## config.mk

```make
export PLATFORM = sky130hd
export DESIGN_NAME = socks5_request_parser
export DESIGN_NICKNAME = d
export VERILOG_FILES = /design/src/sv/s5rp_pkg.sv /design/src/sv/socks5_request_parser.sv
export SDC_FILE = /design/constraint.sdc
export NUM_CORES = 1
export LEC_CHECK = 0
export ABC_CLOCK_PERIOD_IN_PS = 2500
export BUFFER_PORTS_ARGS = -buffer_cell sky130_fd_sc_hd__buf_4
export CORE_MARGIN = 2
export CORE_UTILIZATION = 35
export CTS_CLUSTER_SIZE = 10
export DETAILED_ROUTE_END_ITERATION = 12
export PLACE_DENSITY = 0.65
export SYNTH_ARGS = -nofsm -noshare
export SYNTH_HDL_FRONTEND = slang
export SYNTH_SLANG_ARGS = --single-unit
```

## constraint.sdc

```tcl
create_clock -name clk -period 2.5 [get_ports clk]
set_input_delay 0.125 -clock clk [delete_from_list [all_inputs] [get_ports clk]]
set_output_delay 0.125 -clock clk [all_outputs]
set_load 0.03 [all_outputs]
```

## src/sv/s5rp_pkg.sv

```systemverilog
// s5rp_pkg: constants and types shared by the SOCKS5 request parser and its checker.
// No dependencies.
package s5rp_pkg;

	localparam logic [7:0] SOCKS_VERSION = 8'h05;
	localparam logic [7:0] ATYP_V4       = 8'd1;
	localparam logic [7:0] ATYP_DOMAIN   = 8'd3;
	localparam logic [7:0] ATYP_V6       = 8'd4;
	localparam logic [7:0] LEN_V4        = 8'd4;
	localparam logic [7:0] LEN_V6        = 8'd16;

	typedef enum logic [1:0] {
		ST_BUSY  = 2'd0,
		ST_DONE  = 2'd1,
		ST_ERROR = 2'd2
	} status_t;

endpackage

```

## src/sv/socks5_request_parser.sv

```systemverilog
// socks5_request_parser: byte-serial SOCKS5 request parser, one result per input byte.
// Depends on s5rp_pkg.
// Each accepted byte is held in the input register, then its result in the result register.
// Throughput: one byte per cycle while out_ready does not stall the result; the phase update is the only loop.
// Input side keeps accepting while a result waits, until both registers hold a transaction.
// Reset (arst_n low, asynchronous): parser returns to the version phase, all registers clear.
module socks5_request_parser (
	input  logic                    clk,
	input  logic                    arst_n,
	input  logic                    in_valid,
	output logic                    in_ready,
	input  logic [7:0]              data_byte,
	output logic                    out_valid,
	input  logic                    out_ready,
	output logic [1:0]              status,
	output logic                    finished,
	output logic                    has_error,
	output logic                    rejected,
	output logic [7:0]              command,
	output logic [7:0]              address_type,
	output logic                    addr_valid,
	output logic [7:0]              addr_byte,
	output logic [7:0]              addr_index,
	output logic [15:0]             dest_port
);
	import s5rp_pkg::*;

	typedef enum logic [3:0] {
		PH_VERSION  = 4'd0,
		PH_CMD      = 4'd1,
		PH_RSV      = 4'd2,
		PH_ATYPE    = 4'd3,
		PH_ADDR_DOM = 4'd4,
		PH_ADDR_FIX = 4'd5,
		PH_PORT_HI  = 4'd6,
		PH_PORT_LO  = 4'd7,
		PH_DONE     = 4'd8,
		PH_ERROR    = 4'd9
	} phase_t;

	// input stage
	logic       valid_s1;
	logic [7:0] data_s1;

	// parser state
	phase_t      phase_q;
	logic [7:0]  cmd_q;
	logic [7:0]  atype_q;
	logic [7:0]  addr_len_q;
	logic [7:0]  addr_pos_q;
	logic        len_seen_q;
	logic [15:0] port_q;

	// result register
	logic        out_valid_q;
	status_t     status_q;
	logic        rejected_q;
	logic        addr_valid_q;
	logic [7:0]  addr_byte_q;
	logic [7:0]  addr_index_q;
	logic [15:0] dest_port_q;

	// next-state / result logic
	phase_t      phase_n;
	logic [7:0]  cmd_n;
	logic [7:0]  atype_n;
	logic [7:0]  addr_len_n;
	logic [7:0]  addr_pos_n;
	logic        len_seen_n;
	logic [15:0] port_n;
	logic        rej_n;
	logic        av_n;
	logic [7:0]  ab_n;
	logic [7:0]  ai_n;
	logic        take_addr;
	logic [7:0]  pos_inc;
	status_t     status_n;
	logic        advance;

	assign advance  = !out_valid_q || out_ready;
	assign in_ready = !valid_s1 || advance;
	assign pos_inc  = addr_pos_q + 8'd1;

	always_comb begin
		phase_n    = phase_q;
		cmd_n      = cmd_q;
		atype_n    = atype_q;
		addr_len_n = addr_len_q;
		addr_pos_n = addr_pos_q;
		len_seen_n = len_seen_q;
		port_n     = port_q;
		rej_n      = 1'b0;
		take_addr  = 1'b0;
		unique case (phase_q)
			PH_VERSION: begin
				phase_n = (data_s1 == SOCKS_VERSION) ? PH_CMD : PH_ERROR;
			end
			PH_CMD: begin
				cmd_n   = data_s1;
				phase_n = PH_RSV;
			end
			PH_RSV: begin
				phase_n = PH_ATYPE;
			end
			PH_ATYPE: begin
				atype_n = data_s1;
				// unknown type: stay here and take the next byte as a type again
				if (data_s1 == ATYP_V4) begin
					phase_n    = PH_ADDR_FIX;
					addr_len_n = LEN_V4;
				end else if (data_s1 == ATYP_V6) begin
					phase_n    = PH_ADDR_FIX;
					addr_len_n = LEN_V6;
				end else if (data_s1 == ATYP_DOMAIN) begin
					phase_n = PH_ADDR_DOM;
				end
			end
			PH_ADDR_DOM: begin
				if (!len_seen_q) begin
					// a zero length byte is skipped
					if (data_s1 != 8'd0) begin
						addr_len_n = data_s1;
						len_seen_n = 1'b1;
					end
				end else begin
					take_addr = 1'b1;
				end
			end
			PH_ADDR_FIX: begin
				take_addr = 1'b1;
			end
			PH_PORT_HI: begin
				port_n  = {data_s1, 8'd0};
				phase_n = PH_PORT_LO;
			end
			PH_PORT_LO: begin
				port_n  = {port_q[15:8], data_s1};
				phase_n = PH_DONE;
			end
			default: begin
				rej_n = 1'b1;
			end
		endcase

		av_n = take_addr;
		ab_n = take_addr ? data_s1 : 8'd0;
		ai_n = take_addr ? addr_pos_q : 8'd0;
		if (take_addr) begin
			addr_pos_n = pos_inc;
			if (pos_inc == addr_len_q)
				phase_n = PH_PORT_HI;
		end

		priority if (phase_n == PH_DONE)
			status_n = ST_DONE;
		else if (phase_n == PH_ERROR)
			status_n = ST_ERROR;
		else
			status_n = ST_BUSY;
	end

	always_ff @(posedge clk or negedge arst_n) begin
		if (!arst_n) begin
			valid_s1     <= 1'b0;
			data_s1      <= 8'd0;
			phase_q      <= PH_VERSION;
			cmd_q        <= 8'd0;
			atype_q      <= 8'd0;
			addr_len_q   <= 8'd0;
			addr_pos_q   <= 8'd0;
			len_seen_q   <= 1'b0;
			port_q       <= 16'd0;
			out_valid_q  <= 1'b0;
			status_q     <= ST_BUSY;
			rejected_q   <= 1'b0;
			addr_valid_q <= 1'b0;
			addr_byte_q  <= 8'd0;
			addr_index_q <= 8'd0;
			dest_port_q  <= 16'd0;
		end else begin
			if (in_ready) begin
				valid_s1 <= in_valid;
				if (in_valid)
					data_s1 <= data_byte;
			end
			if (advance) begin
				out_valid_q <= valid_s1;
				if (valid_s1) begin
					phase_q      <= phase_n;
					cmd_q        <= cmd_n;
					atype_q      <= atype_n;
					addr_len_q   <= addr_len_n;
					addr_pos_q   <= addr_pos_n;
					len_seen_q   <= len_seen_n;
					port_q       <= port_n;
					status_q     <= status_n;
					rejected_q   <= rej_n;
					addr_valid_q <= av_n;
					addr_byte_q  <= ab_n;
					addr_index_q <= ai_n;
					dest_port_q  <= (status_n == ST_DONE) ? port_n : 16'd0;
				end
			end
		end
	end

	assign out_valid    = out_valid_q;
	assign status       = status_q;
	assign finished     = (status_q != ST_BUSY);
	assign has_error    = (status_q == ST_ERROR);
	assign rejected     = rejected_q;
	assign command      = cmd_q;
	assign address_type = atype_q;
	assign addr_valid   = addr_valid_q;
	assign addr_byte    = addr_byte_q;
	assign addr_index   = addr_index_q;
	assign dest_port    = dest_port_q;

endmodule

```

* After elaboration in Yosys (flattened, before gate mapping)
Index checks and enable logic that the tools add are counted.
Widths: inputs -> output; s select.
** Storage, ports and cells
- Flip-flop bits (word level) :: 99
- Input port bits :: 12
- Output and inout port bits :: 56
- Logic and storage cells :: 75
** Operators by class
- Add/sub/neg operators :: 1
- Equal/unequal tests :: 19
- Muxes and demuxes :: 23
- Reductions and logical operators :: 16
** Operator list (count)
- $mux 8 :: 6
- $pmux 16 s2 :: 1
- $mux 4 :: 6
- $pmux 4 s6 :: 1
- $eq 4x3->1 const B :: 4
- $eq 8x3->1 const B :: 2
- $mux 16 :: 1
- $pmux 8 s2 :: 1
- $reduce_and 3->1 :: 4
- $add 8x1->8 const B :: 1
- $eq 4x2->1 const B :: 2
- $eq 4x4->1 const B :: 2
- $eq 8x1->1 const B :: 1
- $eq 8x2->1 const B :: 1
- $eq 8x8->1 :: 1
- $reduce_bool 8->1 :: 1
- $reduce_or 8->1 :: 1
- $reduce_and 6->1 :: 1
- $eq 4x1->1 const B :: 1
- $logic_not 4->1 :: 1
- $mux 1 :: 4
- $mux 2 :: 2
- $ne 2x2->1 const B :: 2
- $reduce_and 2->1 :: 2
- other kinds (7) :: 10

* Logic depth before layout (Yosys ltp)
Gate-level depths: netlist of the first run.
- Depth after elaboration :: 12
- Gate-level depth with buffers :: 9

* Least setup slack after synthesis of the first run
Ideal clock, no wire load.
- Path kind :: flip-flop to flip-flop
- Start :: reg data_s1[3]
- End :: reg addr_len_q[2]
- Setup time :: 125 ps
- Arrival time :: 2160 ps
- Path slack :: 215 ps
- Cell stages (with the launch flop) :: 8
- Path buffers :: 2
- Clock period less this slack :: 2285 ps
- Path through :: dfrtp_1 > buf_6 > or4_4 > nor3_4 > a21oi_2 > or4b_4 > buf_6 > mux2_4
** On the way
- Cells in the longest elaborated chain, start to end :: 3
- Elaborated cells between the ends (all ways) :: 8
- Classes of those cells :: eq/ne: 4; mux: 2; reduce/logical: 2
** Ends and longest elaborated chain
- start: declaration :: RTL line socks5_request_parser.sv:43 : logic [7:0] data_s1;
- start signal: assignment :: RTL line socks5_request_parser.sv:184 : data_s1 <= data_byte;
- $eq 8x1->1 (tied with other cells) :: RTL line socks5_request_parser.sv:108 : if (data_s1 == ATYP_V4) begin
- $ne 3x3->1 (no source line) (tied with other cells)
- $reduce_and 6->1 (no source line) / $pmux 8 s2 (equally long branches)
- end signal: assignment :: RTL line socks5_request_parser.sv:192 : addr_len_q <= addr_len_n;
- end: declaration :: RTL line socks5_request_parser.sv:49 : logic [7:0] addr_len_q;
Several ways; a longest one is shown, not always the timed one.
A chain may end at the register's enable or synchronous reset.

* Worst setup path in the final report of the first run
- Start :: reg phase_q[2]
- End :: reg addr_len_q[2]
** On the way
- Cells in the longest elaborated chain, start to end :: 3
- Elaborated cells between the ends (all ways) :: 8
- Classes of those cells :: eq/ne: 5; mux: 1; reduce/logical: 2
** Ends and longest elaborated chain
- start: declaration :: RTL line socks5_request_parser.sv:46 : phase_t phase_q;
- start signal: assignment :: RTL line socks5_request_parser.sv:189 : phase_q <= phase_n;
- $eq 4x2->1 / $eq 4x3->1 (equally long branches) :: RTL line socks5_request_parser.sv:94 : unique case (phase_q)
- $ne 3x3->1 (no source line) (tied with other cells)
- $reduce_and 6->1 (no source line)
Several ways; a longest one is shown, not always the timed one.

==> results of run 1 <==
## kinds of logic after synthesis
| logic type | Yosys count | synth area share |
|---|---|---|
| adder cells (fa/ha/maj) | 1 | 0.00279 |
| XOR/XNOR | 16 | 0.0312 |
| AND/OR/NAND/NOR | 149 | 0.157 |
| multiplexers | 41 | 0.100 |
| AO/OA/AOI/OAI | 80 | 0.108 |
| flip-flops | 99 | 0.552 |
| buffers and inverters | 38 | 0.0483 |
## worst paths after layout
| check | from | to | slack, ns | depth (start not counted) |
|---|---|---|---|---|
| hold / removal | data_byte[2] | data_s1[2] | 0.009 | 2 |
| max in group asynchronous | arst_n | valid_s1 | 1.40 | 3 |
| hold reg to reg | addr_valid | addr_valid | 0.48 | 2 |
| min in group asynchronous | arst_n | addr_byte[0] | 0.33 | 2 |
| setup / recovery | phase_q[2] | addr_len_q[2] | 0.21 | 5 |
| setup reg to reg | phase_q[2] | addr_len_q[2] | 0.21 | 5 |
## power groups by stage
stage	logic, W	registers [W]	clock network [W]
floorplan	0.000511	0.00215	0
global placement	0.00112	0.00195	0
detailed placement	0.00113	0.00196	0
CTS	0.00114	0.00193	0.00148
global route	0.00121	0.00195	0.00154
finish	0.00113	0.00193	0.00145
## layout make-up
class | instances | area share
Sequential cell | 99 | 0.453
Multi-Input combinational cell | 287 | 0.328
Timing Repair Buffer | 86 | 0.119
Clock buffer | 10 | 0.0437
Tap cell | 172 | 0.0394
Clock inverter | 6 | 0.0133
Inverter | 5 | 0.00343
## stage by stage
step                cell area [sq um]   util  std cells
detailed placement               5130  0.408        647
global route                     5470  0.435        665
floorplan                        4490      -        424
global placement                 5130  0.408        647
CTS                              5470  0.435        665
finish                           5470  0.435        665
## sequential cells by signal (all words and copies together), names as in the netlist, 8 cells and up
name / count
command: 8
addr_len_q: 8
data_s1: 8
port_q: 16
addr_pos_q: 8
address_type: 8
addr_index: 8
dest_port: 16
addr_byte: 8
## cells in the final DEF, fill, tap and decap left out, types with 5 or more instances in the layout
cell,n
a21oi_1,9
a22o_1,7
buf_4,84
clkbuf_16,9
dfrtp_1,99
inv_1,5
mux2_2,28
mux2i_1,12
nand2_1,90
nor2_1,16
nor3_1,5
o21ai_0,49
or2_2,5
xnor2_1,8
xor2_1,8
## worst register-to-register path: cells and delay by family, from the launching register on
kind / cells / cell delay (ns)
AO/OA/AOI/OAI: 1 / 0.19
AND/OR/NAND/NOR: 3 / 1.13
multiplexers: 1 / 0.32
flip-flops: 1 / 0.53
## per-layer routing
layer  vias up  part of all wire
met5         -                 0
met4         0             0.023
met3        16             0.056
met2        90              0.45
met1      1544              0.47
li1       1574                 -
==> flow_summary.json, run 1 <==
{
  "synthFlopType": "dfrtp_1",
  "clk_latency_ns": 0.35,
  "syn_inst": 424,
  "grt_max_degree": 48,
  "top_usage_layer": "met2",
  "via_count": 3224,
  "drt_wl_total_microns": 10300,
  "drive_gt1_frac": 0.298,
  "dp_hpwl_microns": 7310,
  "outcome": "complete, no violations",
  "setup-tns-final_ns": 0,
  "netlist_area_sq_um": 4490,
  "seqCellArea_sq_um": 2480,
  "grt_setup_unrepaired": "no",
  "ioPinCount": 68,
  "max-clock-path-buffers": 2,
  "clockPowerShare": 0.323,
  "grtUsageMet3": 0.0273,
  "p_sw_frac": 0.328,
  "path_cells": "nand2b_4, or3_2, o21ai_0, or4b_4, mux2_4",
  "ctsRootBufferMaster": "clkbuf_16",
  "antenna_found_initial": 0,
  "slowest_stage": "or4b_4",
  "timing.fmax_ghz": 0.437,
  "vdd_drop_max_uv": 431,
  "use_met2": 0.244,
  "htreeDepth": 3,
  "tightest_slew_ns": 0.872,
  "internal_power_w": 0.00303,
  "nets": 501,
  "antennaDiodeCount": 0,
  "ys_seq_area_frac": 0.552,
  "crit_family": "simple AND/OR/NAND/NOR gates",
  "synth.distinct_cells": 50,
  "synth_warnings": 0,
  "cts_buffers": 9,
  "num_rows": 41,
  "p_per_area_nw_per_um2": 825,
  "fin_worst_skew_ns": 0.00533,
  "port_buffers": 67,
  "synthTopCellsByArea": "dfrtp_1 55%, nand2_1 7.5%, mux2_2 7.0%, o21ai_0 5.5%, mux2i_1 2.7%",
  "gp_congestion": 0.838,
  "timing.hold.ws_ns": 0.00894,
  "min_period_ns": 2.29,
  "critical_path_class": "reg2reg",
  "grt_pass1_wl_microns": 16500,
  "synth_edf_count": 0,
  "netlist.area_leader.share": 0.552,
  "grt_use_met1": 0.226,
  "ant_nets": 0,
  "cp_num_buf_inv": 0,
  "clk_pin_slew_ns": 0.07,
  "drt-vias-per-instance": 4.85,
  "start_util": 0.357,
  "cap_violations": 0,
  "drtPass1Iterations": 4,
  "path_max_fanout": 10,
  "slowest_delay_ns": 0.55,
  "remaining_drc_errors": 0,
  "synth.most_common_cell": "dfrtp_1",
  "area_delta_synth_final_pct": 21.8,
  "fin_ws_ns": 0.209,
  "cts_resized": 0,
  "crit_arrival_ns": 2.52,
  "hold_violations": 0,
  "async_flop_share": 1.00,
  "seqPwrFrac": 0.427,
  "cp.required_ns": 2.73,
  "report.final.slew_viol_count": 0,
  "synth.avg_cell_area_sq_um": 10.6,
  "relSlewSlack": 0.413,
  "die_width_microns": 117,
  "globalRouteTotalUtil": 0.160,
  "cts_hold_buf": 2,
  "comb_power_share": 0.250,
  "finalCritPeriodShare": 0.916,
  "grt_overflow": 0,
  "syn_nets": 437,
  "multi_input_area_sq_um": 1790,
  "drt_iter0_drc": 198,
  "crit_path_start_kind": "register",
  "p_switching_w": 0.00148,
  "routedWlPerCell_microns": 15.5,
  "ys_ff_latch": 99,
  "cts_setup_buffers": 0,
  "min_path_type": "in2reg",
  "synth_common_cells": "99 x dfrtp_1, 90 x nand2_1, 49 x o21ai_0",
  "setup_violations": 0,
  "pre_cts_slack_ns": 0.222,
  "fillers": 1210,
  "grt_pass1_vias": 3210,
  "core_sq_um": 12600,
  "die_h_microns": 117,
  "worst_setup_path_end_kind": "register",
  "synth_largest_area_cell": "dfrtp_1",
  "finalPower_w": 0.00451,
  "p_leak_nw": 2.56,
  "cts_tree": "done",
  "cts_num_sinks": 99,
  "die_area_sq_um": 13700
}
Power figures use the tool's default switching activity.
==> run 2: changes to the inputs <==
--- a/config.mk
+++ b/config.mk
@@ -12,6 +12,7 @@
 export CTS_CLUSTER_SIZE = 10
 export DETAILED_ROUTE_END_ITERATION = 12
 export PLACE_DENSITY = 0.65
+export SETUP_SLACK_MARGIN = 0.5
 export SYNTH_ARGS = -nofsm -noshare
 export SYNTH_HDL_FRONTEND = slang
 export SYNTH_SLANG_ARGS = --single-unit
==> flow_summary.json, run 2 (synthesized netlist as in run 1, its figures left out) <==
{
  "area_delta_synth_final_pct": 24.2,
  "port_buffers": 67,
  "die_area_sq_um": 13700,
  "antennaDiodeCount": 0,
  "setup_violations": 0,
  "final_cell_mix": "95 x dfrtp_1, 90 x nand2_1, 86 x buf_4",
  "gp_congestion": 0.867,
  "max-clock-path-buffers": 2,
  "die_width_microns": 117,
  "comb_power_share": 0.249,
  "internal_power_w": 0.00323,
  "cts_buffers": 9,
  "critical_path_class": "reg2reg",
  "p_per_area_nw_per_um2": 836,
  "worst_setup_path_end_kind": "register",
  "report.final.slew_viol_count": 0,
  "grt_setup_unrepaired": "yes",
  "finalCritPeriodShare": 0.859,
  "ctsRootBufferMaster": "clkbuf_16",
  "crit_arrival_ns": 2.37,
  "start_util": 0.357,
  "p_sw_frac": 0.306,
  "crit_path_start_kind": "register",
  "setup-tns-final_ns": 0,
  "cp.required_ns": 2.72,
  "reg2reg_slack_ns": 0.35,
  "remaining_drc_errors": 0,
  "hold_violations": 0,
  "nets": 504,
  "final_cells": 668,
  "fin_worst_skew_ns": 0.00552,
  "drt_wl_total_microns": 10400,
  "placed_cells": 644,
  "clk_pin_slew_ns": 0.06,
  "whs_path_depth": 2,
  "grt_pass1_wl_microns": 16700,
  "timing.fmax_ghz": 0.466,
  "use_met2": 0.246,
  "clk_latency_ns": 0.34,
  "r2r-start": "data_s1[3]",
  "path_max_fanout": 8,
  "drt-vias-per-instance": 4.89,
  "rr_worst_depth": 5,
  "ioPinCount": 68,
  "grt_pass1_vias": 3218,
  "drive_gt1_frac": 0.317,
  "holdCritStartpoint": "data_byte[6]",
  "startpoint": "data_s1[3]",
  "grt_use_met1": 0.224,
  "drtPass1Iterations": 4,
  "p_switching_w": 0.00143,
  "dp_hpwl_microns": 7240,
  "die_h_microns": 117,
  "finalPower_w": 0.00466,
  "htreeDepth": 3,
  "antenna_found_initial": 0,
  "globalRouteTotalUtil": 0.160,
  "ant_nets": 0,
  "drt_iter0_drc": 192,
  "outcome": "complete, no violations",
  "grtUsageMet3": 0.0350,
  "routedWlPerCell_microns": 15.6,
  "grt_overflow": 0,
  "num_rows": 41,
  "layout_commonest_cell": "dfrtp_1",
  "cap_violations": 0,
  "cts_tree": "done",
  "grt_max_degree": 55,
  "seqPwrFrac": 0.412,
  "via_count": 3264,
  "top_usage_layer": "met2",
  "cts_num_sinks": 99,
  "tightest_slew_ns": 0.694,
  "clockPowerShare": 0.339,
  "min_path_type": "in2reg",
  "min_period_ns": 2.15,
  "p_leak_nw": 2.61,
  "vdd_drop_max_uv": 341,
  "relSlewSlack": 0.537,
  "core_sq_um": 12600
}
run 2: cell types whose count changed in the layout (fill, tap and decap cells not counted), moves of 2 or more:
| cell | change |
|---|---|
| dfrtp_2 | +4 |
| bufinv_16 | +2 |
| clkinv_2 | +2 |
| buf_4 | +2 |
| or3_2 | -2 |
| nor4_2 | +2 |
| nor4_1 | -2 |
| or3_4 | +2 |
| dfrtp_1 | -4 |
| clkinvlp_4 | -3 |
run 2: path summary, 6_finish.rpt:
path / end
setup / recovery: addr_len_q[2]
hold / removal: data_s1[6]
setup reg to reg: addr_len_q[2]
hold reg to reg: rejected
max in group asynchronous: address_type[2]
min in group asynchronous: addr_index[3]
run 2: area by class of cell:
type / count / area (sq um)
well taps: 172 / 215
multi-input cells: 287 / 1830
clock inverters: 5 / 100
inverters: 5 / 18.8
flip-flops and latches: 99 / 2480
fillers: 1191 / 7000
clock buffers: 11 / 243
repair buffers: 89 / 686
run 2: what timing repair did:
item / CTS / global route
hold buffers: 2 / 0
pin swaps: 4 / 3
hold endpoints to repair: 54 / 0
resized for setup: 6 / 5
buffers inserted: 6 / 0
endpoints found under the setup margin: 9 / 12
run 2: power groups by stage:
stage	clock network, W	logic (W)	registers (W)
6_report	0.00158	0.00116	0.00192
5_1_grt	0.00168	0.00125	0.00194
4_1_cts	0.00162	0.00117	0.00192
3_5_place_dp	0	0.00114	0.00195
3_3_place_gp	0	0.00112	0.00195
2_1_floorplan	0	0.000511	0.00215
run 2: critical path, cell delays in order (launching register included):
cell and delay [ns]:
dfrtp_1 0.38, or4_4 0.56, nor3_4 0.15, a21oi_2 0.08
or4b_4 0.55, mux2_4 0.32
run 2: stage by stage:
stage          worst slack (ns)  utilization  area (sq um)  hold WS, ns
2_1_floorplan             0.215            -          4490       -0.171
3_3_place_gp              0.271        0.408          5120        0.207
3_5_place_dp              0.235        0.408          5120        0.225
4_1_cts                   0.349        0.442          5550      0.00325
5_1_grt                   0.299        0.443          5570      0.00501
6_report                  0.353        0.443          5570       0.0167
run 2: layer usage:
layer	share of wire	up-vias
met5	0	-
met3	0.046	13
met4	0.017	0
met2	0.46	79
li1	-	1572
met1	0.48	1600
